===== src/cic_pkg.sv =====
package cic_pkg;

   // function codes on the request channel
   localparam logic FUNC_ENCODE = 1'b0;
   localparam logic FUNC_DECODE = 1'b1;

   // width mode register codes (code 3 behaves as the 30-bit mode)
   localparam logic [1:0] MODE_15 = 2'd0;
   localparam logic [1:0] MODE_22 = 2'd1;
   localparam logic [1:0] MODE_30 = 2'd2;
   localparam logic [1:0] MODE_RESET = MODE_30;

   // result kinds
   localparam logic [1:0] KIND_BYTE  = 2'd0;
   localparam logic [1:0] KIND_VALUE = 2'd1;
   localparam logic [1:0] KIND_RANGE = 2'd2;

   // encoding limits and tags
   localparam logic [29:0] MAX_ONE_BYTE = 30'h0000_007F;
   localparam logic [29:0] MAX_TWO_BYTE = 30'h0000_3FFF;
   localparam logic [29:0] MAX_MODE_15  = 30'h0000_7FFF;
   localparam logic [29:0] MAX_MODE_22  = 30'h003F_FFFF;
   localparam logic [29:0] MAX_MODE_30  = 30'h3FFF_FFFF;
   localparam logic [7:0]  TAG_TWO_BYTE = 8'h80;
   localparam logic [7:0]  TAG_LONG     = 8'hC0;

   // default depth of the queue between front and back
   localparam int QUEUE_DEPTH_DEF = 4;

   // one queued job: kind, number of bytes after the first, and the payload.
   // Byte jobs are left aligned (first byte in bits 31:24); value jobs sit
   // in bits 29:0.
   typedef struct packed {
      logic [1:0]  kind;
      logic [1:0]  extra;
      logic [31:0] data;
   } cic_entry_type;

endpackage


===== src/cic_front.sv =====
module cic_front
   import cic_pkg::*;
(
   input  logic          clock,
   input  logic          reset,
   // request channel
   input  logic          req_valid,
   output logic          req_ready,
   input  logic          req_func,
   input  logic [29:0]   req_value_in,
   input  logic [7:0]    req_in_byte,
   // mode register write
   input  logic          csr_valid,
   input  logic [1:0]    csr_data,
   // queue push side
   input  logic          q_full,
   output logic          q_push,
   output cic_entry_type q_entry
);

   logic [1:0]  mode_ff, mode_in;
   logic [1:0]  rem_ff, rem_in;
   logic [29:0] acc_ff, acc_in;
   logic [1:0]  mode;
   logic [29:0] max_val;
   logic [29:0] acc_shift;
   logic        accept;
   logic        has_result;
   cic_entry_type enc_entry;
   cic_entry_type dec_entry;

   assign req_ready = !q_full;
   assign accept    = req_valid && req_ready;
   assign mode      = (mode_ff == MODE_15 || mode_ff == MODE_22) ? mode_ff : MODE_30;

   // mode register
   always_comb begin
      mode_in = mode_ff;
      if (csr_valid) begin
         mode_in = csr_data;
      end
   end

   // encode classification: range check and byte layout
   always_comb begin
      unique case (mode)
         MODE_15: max_val = MAX_MODE_15;
         MODE_22: max_val = MAX_MODE_22;
         default: max_val = MAX_MODE_30;
      endcase
      enc_entry = '0;
      if (req_value_in > max_val) begin
         enc_entry.kind = KIND_RANGE;
      end else if (req_value_in <= MAX_ONE_BYTE) begin
         enc_entry.kind  = KIND_BYTE;
         enc_entry.extra = 2'd0;
         enc_entry.data  = {req_value_in[7:0], 24'h0};
      end else if (mode == MODE_15 || req_value_in <= MAX_TWO_BYTE) begin
         enc_entry.kind  = KIND_BYTE;
         enc_entry.extra = 2'd1;
         enc_entry.data  = {req_value_in[15:8] | TAG_TWO_BYTE, req_value_in[7:0], 16'h0};
      end else if (mode == MODE_22) begin
         enc_entry.kind  = KIND_BYTE;
         enc_entry.extra = 2'd2;
         enc_entry.data  = {req_value_in[23:16] | TAG_LONG, req_value_in[15:0], 8'h0};
      end else begin
         enc_entry.kind  = KIND_BYTE;
         enc_entry.extra = 2'd3;
         enc_entry.data  = {2'b11, req_value_in[29:0]};
      end
   end

   // decode: track bytes still missing and accumulate
   always_comb begin
      rem_in     = rem_ff;
      acc_in     = acc_ff;
      has_result = 1'b0;
      acc_shift  = {acc_ff[21:0], req_in_byte};
      dec_entry  = '0;
      dec_entry.kind = KIND_VALUE;
      if (rem_ff == 2'd0) begin
         if (!req_in_byte[7]) begin
            has_result     = 1'b1;
            dec_entry.data = {24'h0, req_in_byte};
         end else if (mode == MODE_15) begin
            acc_in = {23'h0, req_in_byte[6:0]};
            rem_in = 2'd1;
         end else begin
            acc_in = {24'h0, req_in_byte[5:0]};
            if (!req_in_byte[6]) begin
               rem_in = 2'd1;
            end else begin
               rem_in = (mode == MODE_22) ? 2'd2 : 2'd3;
            end
         end
      end else begin
         acc_in = acc_shift;
         rem_in = rem_ff - 2'd1;
         if (rem_ff == 2'd1) begin
            has_result     = 1'b1;
            dec_entry.data = {2'b00, acc_shift};
         end
      end
   end

   // queue push
   always_comb begin
      q_push  = 1'b0;
      q_entry = enc_entry;
      if (accept) begin
         if (req_func == FUNC_ENCODE) begin
            q_push = 1'b1;
         end else begin
            q_push  = has_result;
            q_entry = dec_entry;
         end
      end
   end

   always_ff @(posedge clock) begin
      if (reset) begin
         mode_ff <= MODE_RESET;
         rem_ff  <= 2'd0;
      end else begin
         mode_ff <= mode_in;
         if (accept && req_func == FUNC_DECODE) begin
            rem_ff <= rem_in;
         end
      end
      if (accept && req_func == FUNC_DECODE) begin
         acc_ff <= acc_in;
      end
   end

endmodule


===== src/cic_queue.sv =====
module cic_queue
   import cic_pkg::*;
#(
   parameter int DEPTH = QUEUE_DEPTH_DEF
)(
   input  logic          clock,
   input  logic          reset,
   input  logic          push,
   input  cic_entry_type push_entry,
   output logic          full,
   input  logic          pop,
   output logic          empty,
   output cic_entry_type head
);

   localparam int PTR_W = $clog2(DEPTH);
   localparam int CNT_W = $clog2(DEPTH + 1);
   localparam logic [PTR_W-1:0] LAST_PTR = PTR_W'(DEPTH - 1);
   localparam logic [CNT_W-1:0] FULL_CNT = CNT_W'(DEPTH);

   cic_entry_type         store [DEPTH];
   logic [PTR_W-1:0]      wr_ff, wr_in;
   logic [PTR_W-1:0]      rd_ff, rd_in;
   logic [CNT_W-1:0]      cnt_ff, cnt_in;
   logic                  do_push;
   logic                  do_pop;

   assign full    = (cnt_ff == FULL_CNT);
   assign empty   = (cnt_ff == '0);
   assign head    = store[rd_ff];
   assign do_push = push && !full;
   assign do_pop  = pop && !empty;

   // pointer and count update
   always_comb begin
      wr_in  = wr_ff;
      rd_in  = rd_ff;
      cnt_in = cnt_ff;
      if (do_push) begin
         wr_in = (wr_ff == LAST_PTR) ? '0 : wr_ff + 1'b1;
      end
      if (do_pop) begin
         rd_in = (rd_ff == LAST_PTR) ? '0 : rd_ff + 1'b1;
      end
      if (do_push && !do_pop) begin
         cnt_in = cnt_ff + 1'b1;
      end else if (do_pop && !do_push) begin
         cnt_in = cnt_ff - 1'b1;
      end
   end

   always_ff @(posedge clock) begin
      if (reset) begin
         wr_ff  <= '0;
         rd_ff  <= '0;
         cnt_ff <= '0;
      end else begin
         wr_ff  <= wr_in;
         rd_ff  <= rd_in;
         cnt_ff <= cnt_in;
      end
      if (do_push) begin
         store[wr_ff] <= push_entry;
      end
   end

endmodule


===== src/cic_back.sv =====
module cic_back
   import cic_pkg::*;
(
   input  logic          clock,
   input  logic          reset,
   // queue pop side
   input  logic          q_empty,
   input  cic_entry_type q_head,
   output logic          q_pop,
   // response channel
   output logic          rsp_valid,
   input  logic          rsp_ready,
   output logic [1:0]    rsp_kind,
   output logic [7:0]    rsp_out_byte,
   output logic [29:0]   rsp_value_out,
   output logic          rsp_last
);

   logic        valid_ff, valid_in;
   logic [1:0]  kind_ff, kind_in;
   logic [7:0]  byte_ff, byte_in;
   logic [29:0] value_ff, value_in;
   logic        last_ff, last_in;
   logic [1:0]  hold_cnt_ff, hold_cnt_in;
   logic [31:0] hold_data_ff, hold_data_in;
   logic        load_ok;
   logic        from_hold;

   assign load_ok   = !valid_ff || rsp_ready;
   assign from_hold = (hold_cnt_ff != 2'd0);
   assign q_pop     = load_ok && !from_hold && !q_empty;

   // next output word: remaining bytes of the current job first, then the queue
   always_comb begin
      valid_in     = valid_ff && !rsp_ready;
      kind_in      = kind_ff;
      byte_in      = byte_ff;
      value_in     = value_ff;
      last_in      = last_ff;
      hold_cnt_in  = hold_cnt_ff;
      hold_data_in = hold_data_ff;
      if (load_ok && from_hold) begin
         valid_in     = 1'b1;
         kind_in      = KIND_BYTE;
         byte_in      = hold_data_ff[31:24];
         value_in     = '0;
         last_in      = (hold_cnt_ff == 2'd1);
         hold_cnt_in  = hold_cnt_ff - 2'd1;
         hold_data_in = {hold_data_ff[23:0], 8'h0};
      end else if (q_pop) begin
         valid_in = 1'b1;
         kind_in  = q_head.kind;
         unique case (q_head.kind)
            KIND_BYTE: begin
               byte_in      = q_head.data[31:24];
               value_in     = '0;
               last_in      = (q_head.extra == 2'd0);
               hold_cnt_in  = q_head.extra;
               hold_data_in = {q_head.data[23:0], 8'h0};
            end
            KIND_VALUE: begin
               byte_in  = '0;
               value_in = q_head.data[29:0];
               last_in  = 1'b1;
            end
            default: begin
               byte_in  = '0;
               value_in = '0;
               last_in  = 1'b1;
            end
         endcase
      end
   end

   always_ff @(posedge clock) begin
      if (reset) begin
         valid_ff    <= 1'b0;
         hold_cnt_ff <= 2'd0;
      end else begin
         valid_ff    <= valid_in;
         hold_cnt_ff <= hold_cnt_in;
      end
      kind_ff      <= kind_in;
      byte_ff      <= byte_in;
      value_ff     <= value_in;
      last_ff      <= last_in;
      hold_data_ff <= hold_data_in;
   end

   assign rsp_valid     = valid_ff;
   assign rsp_kind      = kind_ff;
   assign rsp_out_byte  = byte_ff;
   assign rsp_value_out = value_ff;
   assign rsp_last      = last_ff;

endmodule


===== src/compressed_int_codec_top.sv =====
// Channel   Direction  Handshake             Word
// req_      in         req_valid/req_ready   func, value_in (30b), in_byte (8b)
// rsp_      out        rsp_valid/rsp_ready   kind, out_byte, value_out, last
// csr_      in         csr_valid/csr_ready   data: width mode (2b)
//
// One request word per cycle is taken while the queue has room; an encode
// emits 1 to 4 response words at one per cycle while rsp_ready is held, paced
// by the back end's byte sequencer, and later requests still enter the queue.
// A job is registered in the queue storage, then in the back end's response register.
// Synchronous active-high reset; width mode resets to the 30-bit form.
// Queue of QUEUE_DEPTH jobs decouples the sides; rsp stalls back up into it.
module compressed_int_codec_top
   import cic_pkg::*;
#(
   parameter int QUEUE_DEPTH = QUEUE_DEPTH_DEF
)(
   input  logic        clock,
   input  logic        reset,
   input  logic        req_valid,
   output logic        req_ready,
   input  logic        req_func,
   input  logic [29:0] req_value_in,
   input  logic [7:0]  req_in_byte,
   output logic        rsp_valid,
   input  logic        rsp_ready,
   output logic [1:0]  rsp_kind,
   output logic [7:0]  rsp_out_byte,
   output logic [29:0] rsp_value_out,
   output logic        rsp_last,
   input  logic        csr_valid,
   output logic        csr_ready,
   input  logic [1:0]  csr_data
);

   logic          q_push;
   logic          q_full;
   logic          q_pop;
   logic          q_empty;
   cic_entry_type q_entry;
   cic_entry_type q_head;

   assign csr_ready = 1'b1;

   // accept and classify
   cic_front u_front (
      .clock        (clock),
      .reset        (reset),
      .req_valid    (req_valid),
      .req_ready    (req_ready),
      .req_func     (req_func),
      .req_value_in (req_value_in),
      .req_in_byte  (req_in_byte),
      .csr_valid    (csr_valid),
      .csr_data     (csr_data),
      .q_full       (q_full),
      .q_push       (q_push),
      .q_entry      (q_entry)
   );

   // job queue
   cic_queue #(
      .DEPTH (QUEUE_DEPTH)
   ) u_queue (
      .clock      (clock),
      .reset      (reset),
      .push       (q_push),
      .push_entry (q_entry),
      .full       (q_full),
      .pop        (q_pop),
      .empty      (q_empty),
      .head       (q_head)
   );

   // byte sequencer and response register
   cic_back u_back (
      .clock         (clock),
      .reset         (reset),
      .q_empty       (q_empty),
      .q_head        (q_head),
      .q_pop         (q_pop),
      .rsp_valid     (rsp_valid),
      .rsp_ready     (rsp_ready),
      .rsp_kind      (rsp_kind),
      .rsp_out_byte  (rsp_out_byte),
      .rsp_value_out (rsp_value_out),
      .rsp_last      (rsp_last)
   );

endmodule


===== config.mk =====
export PLATFORM = sky130hd
export DESIGN_NAME = compressed_int_codec_top
export DESIGN_NICKNAME = d
export VERILOG_FILES = /design/src/cic_pkg.sv /design/src/cic_front.sv /design/src/cic_queue.sv /design/src/cic_back.sv /design/src/compressed_int_codec_top.sv
export SDC_FILE = /design/constraint.sdc
export NUM_CORES = 1
export LEC_CHECK = 0
export BUFFER_PORTS_ARGS = -buffer_cell sky130_fd_sc_hd__buf_2
export CAP_MARGIN = 20
export CORE_MARGIN = 2
export CORE_UTILIZATION = 55
export CTS_CLUSTER_SIZE = 8
export DETAILED_ROUTE_END_ITERATION = 12
export PLACE_DENSITY = 0.74
export SLEW_MARGIN = 20
export SYNTH_ARGS = -nofsm -noshare
export SYNTH_HDL_FRONTEND = slang
export SYNTH_SLANG_ARGS = --single-unit

===== constraint.sdc =====
create_clock -name clock -period 6.9 [get_ports clock]
set_clock_uncertainty 0.05 [all_clocks]
set_input_delay 1.38 -clock clock [delete_from_list [all_inputs] [get_ports clock]]
set_output_delay 1.38 -clock clock [all_outputs]
set_load 0.005 [all_outputs]

==> out/results.ini <==
[layout]
drive_gt1_share_pct = 22.2
area_growth_pct = 16.1
nNetsFinal = 895
n_antenna_cell = 0
post-route-util_pct = 64.6
nFillCells = 1301

[pwr]
comb_power_share_pct = 25.6
p_switching_w = 0.00148
p_leak_nw = 4.35
clock_power_share_pct = 31.6
p_sw_share_pct = 30.2
internal-power_w = 0.00342
power.density_nw_per_um2 = 408
ir_drop_v = 0.000177
pwr-share-seq_pct = 42.8

[synth]
synth.distinct_cells = 56
yosysSeqAreaShare_pct = 67.1
ys_top_cells_by_area = edfxtp_1 (58%), dfxtp_1 (9.3%), mux4_2 (7.8%), nand2_1 (3.9%), mux2i_1 (2.5%)
synth_warnings = 0
synth_edf_count = 199
synth_flop_cell = edfxtp_1
ys_ff_latch = 247
synth_area_per_cell_sq_um = 14.1
syn_area_sq_um = 10300
yosysTopAreaCell = edfxtp_1
ys_async_sr_fraction_pct = 0
netlist.area_leader.share_pct = 57.8
netlist_instances = 732
synth_fp_nets = 795
synth_common_cells = edfxtp_1 (199), nand2_1 (108), nor2_1 (54)
yosysMostFrequentCell = edfxtp_1

[drt]
routedWlPerCell_um = 21.5
vias = 6543
drc = 0
viasPerCell = 6.02
drtPass1Iterations = 5
drt.antenna.violating_nets = 0
drtIter0Drc = 629
routed_wl_mm = 23.3

[clock_network]
clk_latency_ns = 0.50
cts_sinks = 247
cts_buffers = 36
clk_pin_slew_ns = 0.04
post_cts_buffers = 0
cts.repair.resized = 0
cts_tree = done
ctsHtreeMaxLevel = 2
cts_buffer_depth = 3
hold_buffers = 0
root_buffer = clkbuf_16

[floorplanning]
chipHeight_um = 141
fp.dieW_um = 141
dieArea_sq_um = 19900
pin_count = 90
rows = 50
initial_core_util_pct = 55.6
coreArea_sq_um = 18600

[timing]
tightest_slew_ns = 0.855
fmax_mhz = 270
rsz0062_at_grt = false
relSlewSlack_pct = 42.9
period_share_pct = 53.7
finalSetupTns_ns = 0
hold_viol_final = 0
fin_crit_ns = 3.71
worst_slack_ns = 3.19
slew_violations = 0
setup_violations = 0

[critical_path]
crit_path_end_kind = flip-flop
critical_path_arrival_ns = 4.08
cp.required_ns = 7.27
crit_type = primary input to flip-flop
crit_fanout = 26
cp-start-kind = primary input

[place]
io_buffers = 88
pre_cts_slack_ns = 2.75
dp_hpwl_mm = 15.7
gp_congestion = 0.928

[grt]
grt_pass1_wl_mm = 36.6
antenna_found_initial = 0
grt_usage_pct = 24.0
grt_overflow_total = 0
grt_max_degree = 49
first_global_vias = 6606

[outcome]
status = finished, final reports clean

[hold_path]
hp-class = flip-flop to flip-flop

[flow_run]
maxCapViolations = 0

-- per-stage QoR --
stage	area [sq um]	hold slack, ns	total power [W]	std cells
final	12000	0.401	0.00490	1086
after global routing	12000	0.453	0.00514	1086
after CTS	12000	0.410	0.00493	1086
after detailed placement	11000	0.403	0.00338	1028
after global placement	11000	0.385	0.00332	1028
after floorplan	10300	0.389	0.00297	732
-- kinds of logic after synthesis --
logic type      Yosys count  share of synthesized area (%)
flops                   247                           67.1
other cells               1                         0.0363
compound gates          121                           7.86
xor+xnor                  2                          0.170
mux                      62                           10.4
fa+ha+maj                17                           2.13
simple gates            230                           10.2
buf+inv                  52                           2.16
-- worst paths after layout --
path | slack [ns] | end | startpoint | cells after the start
setup / recovery | 3.19 | u_queue.cnt_ff[2] | rsp_ready | 10
hold / removal | 0.40 | u_back.rsp_kind[0] | u_back.rsp_kind[0] | 2
setup reg to reg | 3.26 | u_queue.store[0][11] | u_front.mode_ff[1] | 8
hold reg to reg | 0.40 | u_back.rsp_kind[0] | u_back.rsp_kind[0] | 2
-- cell usage in the layout, fill, tap and decap left out, types with 3 or more instances in the layout --
cell / Yosys / routed
nand2_1: 108 / 108
mux4_2: 36 / 36
buf_4: 1 / 10
a22oi_1: 22 / 22
clkbuf_16: 0 / 36
nor2b_1: 18 / 17
ha_1: 16 / 16
mux2i_1: 26 / 26
and2_1: 13 / 13
a21oi_1: 22 / 22
a221oi_1: 6 / 6
nor3_1: 11 / 10
a22o_1: 16 / 16
edfxtp_1: 199 / 199
dfxtp_1: 48 / 47
o21ai_0: 39 / 39
nor2_2: 1 / 3
nor2_1: 54 / 51
nand4_1: 5 / 5
inv_1: 15 / 15
clkbuf_1: 24 / 20
buf_2: 7 / 88
-- layout make-up --
type	instances	area, sq um	area share (%)
sequential	247	6940	57.8
multi-input combinational	433	3190	26.6
clock buffer	56	976	8.13
timing repair buffer	98	515	4.30
tap	234	293	2.44
inverter	16	60.1	0.500
clock inverter	2	25.0	0.209
-- routing by layer --
metal | vias up | track usage [%] | wire, um
met3 | 47 | 4.65 | 1520
met5 | - | 0 | 0
met2 | 306 | 39.2 | 11500
li1 | 2957 | - | -
met1 | 3233 | 33.1 | 9830
met4 | 0 | 7.42 | 554
-- registers in the layout (all words and copies together), names as in the netlist, named ones only --
register              cells
u_back.rsp_out_byte       8
u_back.hold_data_ff      24
u_front.acc_ff           22
u_queue.store           144
u_back.hold_cnt_ff        2
u_queue.cnt_ff            3
u_back.rsp_value_out     30
u_front.rem_ff            2
u_back.rsp_last           1
u_back.rsp_kind           2
u_queue.wr_ff             2
u_queue.rd_ff             2
u_front.mode_ff           2
u_back.rsp_valid          1
-- critical path: stages --
cell and delay (ns):
buf_2 0.07, nor2b_1 0.07, nor3b_1 0.45, clkinv_1 0.78, ha_1 0.54, inv_1 0.08, fa_1 0.18, xor2_1 0.08
or3_1 0.31, a21oi_1 0.15
-- power by group through the flow --
| stage | logic, W | clock network (W) | registers [W] |
|---|---|---|---|
| 3_3_place_gp | 0.00122 | 0 | 0.00211 |
| 2_1_floorplan | 0.000866 | 0 | 0.00211 |
| 5_1_grt | 0.00138 | 0.00163 | 0.00212 |
| 4_1_cts | 0.00126 | 0.00157 | 0.00210 |
| 3_5_place_dp | 0.00126 | 0 | 0.00212 |
| 6_report | 0.00125 | 0.00155 | 0.00210 |
(Power assumes the default switching activity.)
